`src/iprt_pkg.sv`:
```
// ----------------------------------------------------------------------------
// iprt_pkg
// Shared types and constants of the ipv4 pool range table.
// ----------------------------------------------------------------------------
package iprt_pkg;

  localparam int MAX_POOLS     = 16;
  localparam int IDX_W         = (MAX_POOLS > 1) ? $clog2(MAX_POOLS) : 1;
  localparam int CNT_W         = $clog2(MAX_POOLS + 1);
  localparam int ADDR_W        = 32;
  localparam int PLEN_W        = 6;
  localparam int POOL_INDEX_W  = 4;
  localparam int STATUS_W      = 2;
  localparam int OP_W          = 2;
  localparam int CFG_IDX_W     = 1;
  localparam int CFG_DATA_W    = 32;
  localparam int IN_DATA_W     = 2 * ADDR_W;
  localparam int OUT_DATA_W    = 8;

  typedef enum logic [OP_W-1:0] {
    OP_ADD    = 2'd0,
    OP_SELECT = 2'd1,
    OP_CHECK  = 2'd2,
    OP_NONE   = 2'd3
  } op_e;

  typedef enum logic [STATUS_W-1:0] {
    STATUS_OK       = 2'd0,
    STATUS_OUTSIDE  = 2'd1,
    STATUS_FULL     = 2'd2,
    STATUS_NO_POOLS = 2'd3
  } status_e;

  localparam logic [CFG_IDX_W-1:0] REG_SUBNET_PREFIX = 1'd0;
  localparam logic [CFG_IDX_W-1:0] REG_PREFIX_LENGTH = 1'd1;

  // controller to datapath
  typedef struct packed {
    logic load;    // latch a new transaction
    logic scan;    // walk the table one entry per cycle
    logic finish;  // form the result and commit an add
  } cmd_t;

  // datapath to controller
  typedef struct packed {
    op_e  op;
    logic empty;
    logic addr_in_subnet;
    logic scan_done;
    logic out_free;
  } sts_t;

endpackage

```
`src/iprt_ram.sv`:
```
// ----------------------------------------------------------------------------
// iprt_ram
// Generic single-clock ram, one write port and one registered read port.
// ----------------------------------------------------------------------------
module iprt_ram #(
  parameter int WIDTH = 64,
  parameter int DEPTH = 16
) (
  input  logic                                       clk_i,
  input  logic                                       we_i,
  input  logic [((DEPTH > 1) ? $clog2(DEPTH) : 1)-1:0] waddr_i,
  input  logic [WIDTH-1:0]                           wdata_i,
  input  logic                                       re_i,
  input  logic [((DEPTH > 1) ? $clog2(DEPTH) : 1)-1:0] raddr_i,
  output logic [WIDTH-1:0]                           rdata_o
);

  logic [WIDTH-1:0] mem_q [DEPTH];
  logic [WIDTH-1:0] rdata_q;

  always_ff @(posedge clk_i) begin
    if (we_i) begin
      mem_q[waddr_i] <= wdata_i;
    end
    if (re_i) begin
      rdata_q <= mem_q[raddr_i];
    end
  end

  assign rdata_o = rdata_q;

endmodule

```
`src/iprt_ctrl.sv`:
```
// ----------------------------------------------------------------------------
// iprt_ctrl
// Sequencer of the pool table: takes a transaction, runs the scan when the op
// needs one, hands the result over to the output register.
// ----------------------------------------------------------------------------
module iprt_ctrl (
  input  logic           clk_i,
  input  logic           rst_ni,
  input  logic           in_valid_i,
  output logic           in_ready_o,
  input  iprt_pkg::sts_t sts_i,
  output iprt_pkg::cmd_t cmd_o
);

  localparam logic [1:0] ST_IDLE = 2'd0;
  localparam logic [1:0] ST_EXEC = 2'd1;
  localparam logic [1:0] ST_SCAN = 2'd2;
  localparam logic [1:0] ST_DONE = 2'd3;

  logic [1:0] state_q, state_d;

  always_comb begin
    state_d    = state_q;
    in_ready_o = 1'b0;
    cmd_o      = '0;
    unique case (state_q)
      ST_IDLE: begin
        in_ready_o = 1'b1;
        if (in_valid_i) begin
          cmd_o.load = 1'b1;
          state_d    = ST_EXEC;
        end
      end
      ST_EXEC: begin
        // only select and check look at the pools
        if ((sts_i.op == iprt_pkg::OP_SELECT && !sts_i.empty) ||
            (sts_i.op == iprt_pkg::OP_CHECK && !sts_i.empty && sts_i.addr_in_subnet)) begin
          state_d = ST_SCAN;
        end else begin
          state_d = ST_DONE;
        end
      end
      ST_SCAN: begin
        cmd_o.scan = 1'b1;
        if (sts_i.scan_done) begin
          state_d = ST_DONE;
        end
      end
      ST_DONE: begin
        if (sts_i.out_free) begin
          cmd_o.finish = 1'b1;
          state_d      = ST_IDLE;
        end
      end
      default: state_d = ST_IDLE;
    endcase
  end

  always_ff @(posedge clk_i or negedge rst_ni) begin
    if (!rst_ni) begin
      state_q <= ST_IDLE;
    end else begin
      state_q <= state_d;
    end
  end

endmodule

```
`src/iprt_datapath.sv`:
```
// ----------------------------------------------------------------------------
// iprt_datapath
// Subnet registers, pool storage, pool counter, range compare and the
// result register.
// ----------------------------------------------------------------------------
module iprt_datapath (
  input  logic                                clk_i,
  input  logic                                rst_ni,
  input  logic                                cfg_we_i,
  input  logic [iprt_pkg::CFG_IDX_W-1:0]      cfg_idx_i,
  input  logic [iprt_pkg::CFG_DATA_W-1:0]     cfg_data_i,
  input  iprt_pkg::op_e                       op_i,
  input  logic [iprt_pkg::ADDR_W-1:0]         addr_i,
  input  logic [iprt_pkg::ADDR_W-1:0]         pool_last_i,
  input  iprt_pkg::cmd_t                      cmd_i,
  output iprt_pkg::sts_t                      sts_o,
  output logic                                out_valid_o,
  input  logic                                out_ready_i,
  output iprt_pkg::status_e                   status_o,
  output logic [iprt_pkg::POOL_INDEX_W-1:0]   pool_index_o,
  output logic                                hit_o
);

  localparam int AW = iprt_pkg::ADDR_W;
  localparam int IW = iprt_pkg::IDX_W;
  localparam int CW = iprt_pkg::CNT_W;

  // configuration
  logic [AW-1:0]               subnet_q;
  logic [iprt_pkg::PLEN_W-1:0] plen_q;

  always_ff @(posedge clk_i or negedge rst_ni) begin
    if (!rst_ni) begin
      subnet_q <= '0;
      plen_q   <= '0;
    end else if (cfg_we_i) begin
      unique case (cfg_idx_i)
        iprt_pkg::REG_SUBNET_PREFIX: subnet_q <= cfg_data_i[AW-1:0];
        iprt_pkg::REG_PREFIX_LENGTH: plen_q   <= cfg_data_i[iprt_pkg::PLEN_W-1:0];
        default: ;
      endcase
    end
  end

  // a shift of 32 or more leaves an all-ones mask, same as a /32
  logic [AW-1:0] net_mask;
  logic [AW-1:0] net_base;
  assign net_mask = ~({AW{1'b1}} >> plen_q);
  assign net_base = subnet_q & net_mask;

  // latched transaction
  iprt_pkg::op_e op_q;
  logic [AW-1:0] addr_q;
  logic [AW-1:0] last_q;

  always_ff @(posedge clk_i) begin
    if (cmd_i.load) begin
      op_q   <= op_i;
      addr_q <= addr_i;
      last_q <= pool_last_i;
    end
  end

  logic addr_in_sub;
  logic last_in_sub;
  assign addr_in_sub = (addr_q & net_mask) == net_base;
  assign last_in_sub = (last_q & net_mask) == net_base;

  // pool table
  logic [CW-1:0]   cnt_q, cnt_d;
  logic [CW-1:0]   scan_q, scan_d;
  logic            rvld_q, rvld_d;
  logic [IW-1:0]   ridx_q;
  logic            found_q, found_d;
  logic [IW-1:0]   fidx_q;
  logic            rd_en;
  logic            wr_en;
  logic [2*AW-1:0] rdata;
  logic [AW-1:0]   rd_first;
  logic [AW-1:0]   rd_last;
  logic            match_now;
  logic            table_full;
  logic            add_ok;

  assign rd_first   = rdata[AW-1:0];
  assign rd_last    = rdata[2*AW-1:AW];
  assign match_now  = rvld_q && (rd_first <= addr_q) && (addr_q <= rd_last);
  assign table_full = cnt_q == CW'(iprt_pkg::MAX_POOLS);
  assign add_ok     = addr_in_sub && last_in_sub && !table_full;

  // one read issued per cycle, compare works on the registered read data
  assign rd_en = cmd_i.scan && !found_q && !match_now && (scan_q < cnt_q);
  assign wr_en = cmd_i.finish && (op_q == iprt_pkg::OP_ADD) && add_ok;

  iprt_ram #(
    .WIDTH (2 * AW),
    .DEPTH (iprt_pkg::MAX_POOLS)
  ) u_pool_ram (
    .clk_i   (clk_i),
    .we_i    (wr_en),
    .waddr_i (cnt_q[IW-1:0]),
    .wdata_i ({last_q, addr_q}),
    .re_i    (rd_en),
    .raddr_i (scan_q[IW-1:0]),
    .rdata_o (rdata)
  );

  always_comb begin
    cnt_d   = cnt_q;
    scan_d  = scan_q;
    rvld_d  = 1'b0;
    found_d = found_q;
    if (cmd_i.load) begin
      scan_d  = '0;
      found_d = 1'b0;
    end else begin
      if (rd_en) begin
        scan_d = scan_q + CW'(1);
        rvld_d = 1'b1;
      end
      if (cmd_i.scan && match_now && !found_q) begin
        found_d = 1'b1;
      end
    end
    if (wr_en) begin
      cnt_d = cnt_q + CW'(1);
    end
  end

  always_ff @(posedge clk_i or negedge rst_ni) begin
    if (!rst_ni) begin
      cnt_q   <= '0;
      scan_q  <= '0;
      rvld_q  <= 1'b0;
      found_q <= 1'b0;
    end else begin
      cnt_q   <= cnt_d;
      scan_q  <= scan_d;
      rvld_q  <= rvld_d;
      found_q <= found_d;
    end
  end

  always_ff @(posedge clk_i) begin
    if (rd_en) begin
      ridx_q <= scan_q[IW-1:0];
    end
    if (cmd_i.scan && match_now && !found_q) begin
      fidx_q <= ridx_q;
    end
  end

  // result
  iprt_pkg::status_e                 res_status;
  logic [iprt_pkg::POOL_INDEX_W-1:0] res_index;
  logic                              res_hit;

  always_comb begin
    res_status = iprt_pkg::STATUS_OK;
    res_index  = '0;
    res_hit    = 1'b0;
    case (op_q)
      iprt_pkg::OP_ADD: begin
        if (!(addr_in_sub && last_in_sub)) begin
          res_status = iprt_pkg::STATUS_OUTSIDE;
        end else if (table_full) begin
          res_status = iprt_pkg::STATUS_FULL;
        end else begin
          res_index = iprt_pkg::POOL_INDEX_W'(cnt_q);
        end
      end
      iprt_pkg::OP_SELECT: begin
        if (cnt_q == '0) begin
          res_status = iprt_pkg::STATUS_NO_POOLS;
        end else if (found_q) begin
          res_index = iprt_pkg::POOL_INDEX_W'(fidx_q);
          res_hit   = 1'b1;
        end
      end
      iprt_pkg::OP_CHECK: begin
        res_hit = addr_in_sub && found_q;
      end
      default: ;
    endcase
  end

  logic                              out_valid_q;
  iprt_pkg::status_e                 out_status_q;
  logic [iprt_pkg::POOL_INDEX_W-1:0] out_index_q;
  logic                              out_hit_q;

  always_ff @(posedge clk_i or negedge rst_ni) begin
    if (!rst_ni) begin
      out_valid_q <= 1'b0;
    end else if (cmd_i.finish) begin
      out_valid_q <= 1'b1;
    end else if (out_ready_i) begin
      out_valid_q <= 1'b0;
    end
  end

  always_ff @(posedge clk_i) begin
    if (cmd_i.finish) begin
      out_status_q <= res_status;
      out_index_q  <= res_index;
      out_hit_q    <= res_hit;
    end
  end

  assign out_valid_o  = out_valid_q;
  assign status_o     = out_status_q;
  assign pool_index_o = out_index_q;
  assign hit_o        = out_hit_q;

  assign sts_o.op             = op_q;
  assign sts_o.empty          = cnt_q == '0;
  assign sts_o.addr_in_subnet = addr_in_sub;
  assign sts_o.scan_done      = found_q || (!rvld_q && (scan_q >= cnt_q));
  assign sts_o.out_free       = !out_valid_q || out_ready_i;

endmodule

```
`src/ipv4_pool_range_table_top.sv`:
```
// ----------------------------------------------------------------------------
// ipv4_pool_range_table_top
// Table of ipv4 address pools inside one configurable subnet.
// ----------------------------------------------------------------------------
// One transaction at a time. An add or an unused op passes from acceptance
// through the exec and done states into the result register, and so does a
// select or check on an empty table or a check of an address outside the
// subnet. A select or check that walks the table goes through the scan
// state in between and reads the pool ram once per cycle through its single
// read port, with the compare in the cycle after the read; the scan stops
// after the last stored pool, or earlier when a pool matches. The done state
// loads the result only once the output register is free. The next
// transaction is accepted in the cycle after the result is loaded, even while
// that result still waits on the output side. Configuration writes take effect
// on the next edge and belong to idle periods only.
module ipv4_pool_range_table_top (
  input  logic                                clk_i,
  input  logic                                rst_ni,
  input  logic                                cfg_we_i,
  input  logic [iprt_pkg::CFG_IDX_W-1:0]      cfg_idx_i,
  input  logic [iprt_pkg::CFG_DATA_W-1:0]     cfg_data_i,
  input  logic                                s_axis_tvalid_i,
  output logic                                s_axis_tready_o,
  // addr [31:0], pool_last [63:32]
  input  logic [iprt_pkg::IN_DATA_W-1:0]      s_axis_tdata_i,
  // op [1:0]
  input  logic [iprt_pkg::OP_W-1:0]           s_axis_tuser_i,
  output logic                                m_axis_tvalid_o,
  input  logic                                m_axis_tready_i,
  // status [1:0], pool_index [5:2], hit [6], zero [7]
  output logic [iprt_pkg::OUT_DATA_W-1:0]     m_axis_tdata_o
);

  iprt_pkg::cmd_t                    cmd;
  iprt_pkg::sts_t                    sts;
  iprt_pkg::status_e                 status;
  logic [iprt_pkg::POOL_INDEX_W-1:0] pool_index;
  logic                              hit;

  iprt_ctrl u_ctrl (
    .clk_i      (clk_i),
    .rst_ni     (rst_ni),
    .in_valid_i (s_axis_tvalid_i),
    .in_ready_o (s_axis_tready_o),
    .sts_i      (sts),
    .cmd_o      (cmd)
  );

  iprt_datapath u_datapath (
    .clk_i        (clk_i),
    .rst_ni       (rst_ni),
    .cfg_we_i     (cfg_we_i),
    .cfg_idx_i    (cfg_idx_i),
    .cfg_data_i   (cfg_data_i),
    .op_i         (iprt_pkg::op_e'(s_axis_tuser_i)),
    .addr_i       (s_axis_tdata_i[iprt_pkg::ADDR_W-1:0]),
    .pool_last_i  (s_axis_tdata_i[2*iprt_pkg::ADDR_W-1:iprt_pkg::ADDR_W]),
    .cmd_i        (cmd),
    .sts_o        (sts),
    .out_valid_o  (m_axis_tvalid_o),
    .out_ready_i  (m_axis_tready_i),
    .status_o     (status),
    .pool_index_o (pool_index),
    .hit_o        (hit)
  );

  assign m_axis_tdata_o = {1'b0, hit, pool_index, status};

endmodule

```
`config.mk`:
```
export PLATFORM = sky130hd
export DESIGN_NAME = ipv4_pool_range_table_top
export DESIGN_NICKNAME = d
export VERILOG_FILES = /design/src/iprt_pkg.sv /design/src/iprt_ram.sv /design/src/iprt_ctrl.sv /design/src/iprt_datapath.sv /design/src/ipv4_pool_range_table_top.sv
export SDC_FILE = /design/constraint.sdc
export NUM_CORES = 1
export LEC_CHECK = 0
export BUFFER_PORTS_ARGS = -buffer_cell sky130_fd_sc_hd__buf_4
export CAP_MARGIN = 0
export CORE_ASPECT_RATIO = 0.6
export CORE_MARGIN = 2
export CORE_UTILIZATION = 57
export CTS_CLUSTER_DIAMETER = 40
export DETAILED_ROUTE_END_ITERATION = 10
export PLACE_DENSITY = 0.74
export REMOVE_ABC_BUFFERS = 1
export SKIP_CTS_REPAIR_TIMING = 1
export SYNTH_ARGS = -nofsm -noshare
export SYNTH_HDL_FRONTEND = slang
export SYNTH_SLANG_ARGS = --single-unit
export TNS_END_PERCENT = 30
```
`constraint.sdc`:
```
create_clock -name clk_i -period 17 [get_ports clk_i]
set_input_delay 1.7 -clock clk_i [delete_from_list [all_inputs] [get_ports clk_i]]
set_output_delay 1.7 -clock clk_i [all_outputs]
set_load 0.02 [all_outputs]
```
==> impl_metrics.yaml <==
clocking:
  clockRootBuffer: "clkbuf_16"
  path_clk_slew_ns: 0.07
  clk-insertion-delay-late_ns: 0.73
  ctsLongestPathBuffers: 3
  cts_tree: "done"
  htreeDepth: 3
  cts_sinks: 1222
  cts_buffers: 114
worst_setup_path:
  r2r_start: "u_datapath.plen_q[3]$_DFFE_PN0P_"
  reg2reg_depth: 9
  rrSetupSlack_ns: 11.18
  cp.required_ns: 17.34
  path_class: "register to register"
  arrival_ns: 6.17
  startpoint_type: "register"
  path_max_fanout: 39
  worst_r2r_endpoint: "u_datapath.u_pool_ram.mem_q[13][1]$_DFFE_PP_"
  end_kind: "register"
timing:
  setup_viol: 0
  fmax_mhz: 171.7
  fin_crit_sh_pct: 34.26
  grt_setup_unrepaired: "false"
  fin_worst_skew_ns: 0.02780
  relSlewSlack_pct: 20.49
  hold_violations: 0
  finalMaxSlewViolations: 0
  fin_tns_setup_ns: 0
  holdWs_ns: 0.4306
  worst_pin_slew_ns: 1.190
  min_period_ns: 5.823
synthesis:
  synth-main-ff-cell: "edfxtp_1"
  yosys.cell_types.count: 68
  yosysWarnings: 0
  synth_compound_area_share_pct: 1.984
  muxShareOfSynthArea_pct: 15.91
  syn_area_per_cell_sq_um: 21.72
  synthesis.area_sq_um: 48310
  synthCells: 2224
  synth-seq-cells: 1222
  synth_top_family_by_area: "multiplexers"
  yosys.area_share.simple_pct: 1.855
  async_flop_share_pct: 4.337
  ys_seq_area_share_pct: 75.42
  synth-xor-area-share_pct: 1.212
  synth_adder_area_share_pct: 2.098
  synth_edf_count: 1169
floorplan:
  rows: 82
  core-area_sq_um: 83720
  io_pins: 114
  initial_core_util_pct: 57.70
  die_y_microns: 229.5
  die_x_microns: 379.8
  die-area_sq_um: 87170
power_and_ir_drop:
  peakVddDrop_mv: 0.1084
  p_per_area_nw_per_um2: 145.2
  leakage_nw: 17.71
routing:
  wire_per_inst_microns: 31.48
  drtIter0Drc: 2920
  post-route-drc-count: 0
  dr_total_vias: 23497
  antenna_left: 0
  drt_wl_total_microns: 114400
  first_pass_iters: 5
  via_per_inst: 6.468
global_routing:
  antenna_found_initial: 1
  grt_overflow: 0
  grtUsageTotal_pct: 26.84
  grt_max_degree: 149
  grt_pass1_wl_microns: 166800
  grt_pass1_vias: 23828
worst_hold_path:
  hp-start: "u_datapath.ridx_q[3]$_DFFE_PP_"
  hold_end: "u_datapath.fidx_q[3]$_DFFE_PP_"
  hp-class: "register to register"
  min_path_cells: 0
place:
  io_buffers: 112
  dp_hpwl_microns: 65760
  gp_congestion: 0.9066
final_layout:
  fill_cells: 5410
  area_delta_synth_final_pct: 12.67
  num-nets-final: 2585
  n_antenna_cell: 0
  final_core_util_pct: 65.01
  drive_above_1_share_pct: 29.37
status:
  status: "finished, final reports clean"
job:
  drv_cap: 0
[stage by stage]
stage,instance area (sq um),power [mW],instances,setup WS (ns)
global placement,50630,5.343,3418,11.38
CTS,54430,7.948,3633,11.15
global route,54430,8.192,3633,10.88
floorplan,47900,5.208,2125,4.750
finish,54430,7.902,3633,11.18
detailed placement,50630,5.384,3418,11.18
[layer usage]
layer | share of wire, % | vias up | track usage, %
met2 | 46 | 1208 | 40.40
li1 | - | 9603 | -
met5 | 0 | - | 0
met1 | 43 | 12509 | 41.30
met4 | 2.3 | 0 | 7.019
met3 | 8.9 | 177 | 4.855
[worst max path at each step]
stage / start / to / cells after the start
after CTS: u_datapath.plen_q[3]$_DFFE_PN0P_ / u_datapath.u_pool_ram.mem_q[13][14]$_DFFE_PP_ / 9
after detailed placement: u_datapath.plen_q[3]$_DFFE_PN0P_ / u_datapath.u_pool_ram.mem_q[13][29]$_DFFE_PP_ / 9
after global placement: u_datapath.plen_q[3]$_DFFE_PN0P_ / u_datapath.u_pool_ram.mem_q[13][19]$_DFFE_PP_ / 9
final: u_datapath.plen_q[3]$_DFFE_PN0P_ / u_datapath.u_pool_ram.mem_q[13][1]$_DFFE_PP_ / 9
after floorplan: u_datapath.scan_q[0]$_DFFE_PN0P_ / u_datapath.rvld_q$_DFF_PN0_ / 5
after global routing: u_datapath.plen_q[2]$_DFFE_PN0P_ / u_datapath.u_pool_ram.mem_q[13][1]$_DFFE_PP_ / 9
[logic make-up after synthesis]
| kind of cell | after synthesis |
|---|---|
| compound gates | 152 |
| xor+xnor | 66 |
| fa+ha+maj | 81 |
| buf+inv | 186 |
| flops | 1222 |
| mux | 363 |
| other cells | 1 |
| simple gates | 153 |
[worst max-delay path: stages, from the launching register on]
cell	delay, ns
dfrtp_1	0.72
or4_4	0.68
nor2_1	0.24
o22ai_1	0.16
nor4_2	0.35
nand4_1	0.33
nor4_4	1.06
nand3_2	0.31
nor2_4	0.81
buf_4	0.74
[final cells by class]
class / count / area (sq um) / share of cell area [%]
Multi-Input combinational cell: 816 / 11230 / 20.63
Timing Repair Buffer: 159 / 1206 / 2.216
Tap cell: 1134 / 1419 / 2.607
Clock inverter: 80 / 807.0 / 1.483
Sequential cell: 1222 / 36450 / 66.96
Clock buffer: 135 / 2993 / 5.499
Inverter: 87 / 329.1 / 0.6046
[synth_stat cells, drive strengths merged, types with 16 or more instances]
library cell / instances / share of area [%]
edfxtp: 1169 / 73
dfrtp: 53 / 2.7
mux2: 38 / 0.89
xor2: 39 / 0.71
o21ai: 38 / 0.39
nor2: 16 / 0.12
buf: 40 / 0.38
nand4: 16 / 0.21
nand2: 44 / 0.36
a21oi: 47 / 0.49
inv: 87 / 0.68
clkbuf: 59 / 0.46
xnor2: 27 / 0.51
ha: 81 / 2.1
mux4: 320 / 15
[state kept, by name (all words and copies together) (netlist names), 2 cells and up]
name / flops
u_datapath.pool_index_o: 4
u_datapath.subnet_q: 32
u_datapath.u_pool_ram.rdata_o: 64
u_datapath.fidx_q: 4
u_datapath.addr_q: 32
u_datapath.plen_q: 6
u_datapath.status_o: 2
u_datapath.cnt_q: 5
u_datapath.op_q: 2
u_datapath.ridx_q: 4
u_datapath.u_pool_ram.mem_q: 1024
u_ctrl.state_q: 2
u_datapath.last_q: 32
u_datapath.scan_q: 5
[power by group]
group / switching (mW) / internal, mW / total [mW]
sequential: 0.271 / 3.57 / 3.84
combinational: 0.747 / 0.733 / 1.48
clock: 1.13 / 1.45 / 2.58
total: 2.15 / 5.75 / 7.90
[placed cells by master (no fill, tap or decap), types with 38 or more instances in the layout]
| cell type | Yosys | layout |
|---|---|---|
| clkbuf_16 | 0 | 115 |
| a21oi_1 | 47 | 46 |
| edfxtp_1 | 1169 | 1169 |
| nand2_1 | 42 | 42 |
| buf_4 | 2 | 158 |
| ha_1 | 81 | 81 |
| inv_1 | 87 | 85 |
| mux4_2 | 320 | 320 |
| dfrtp_1 | 53 | 49 |
| mux2_2 | 38 | 38 |
| xor2_1 | 39 | 39 |
Note: power is estimated with default switching activity, not from simulation.
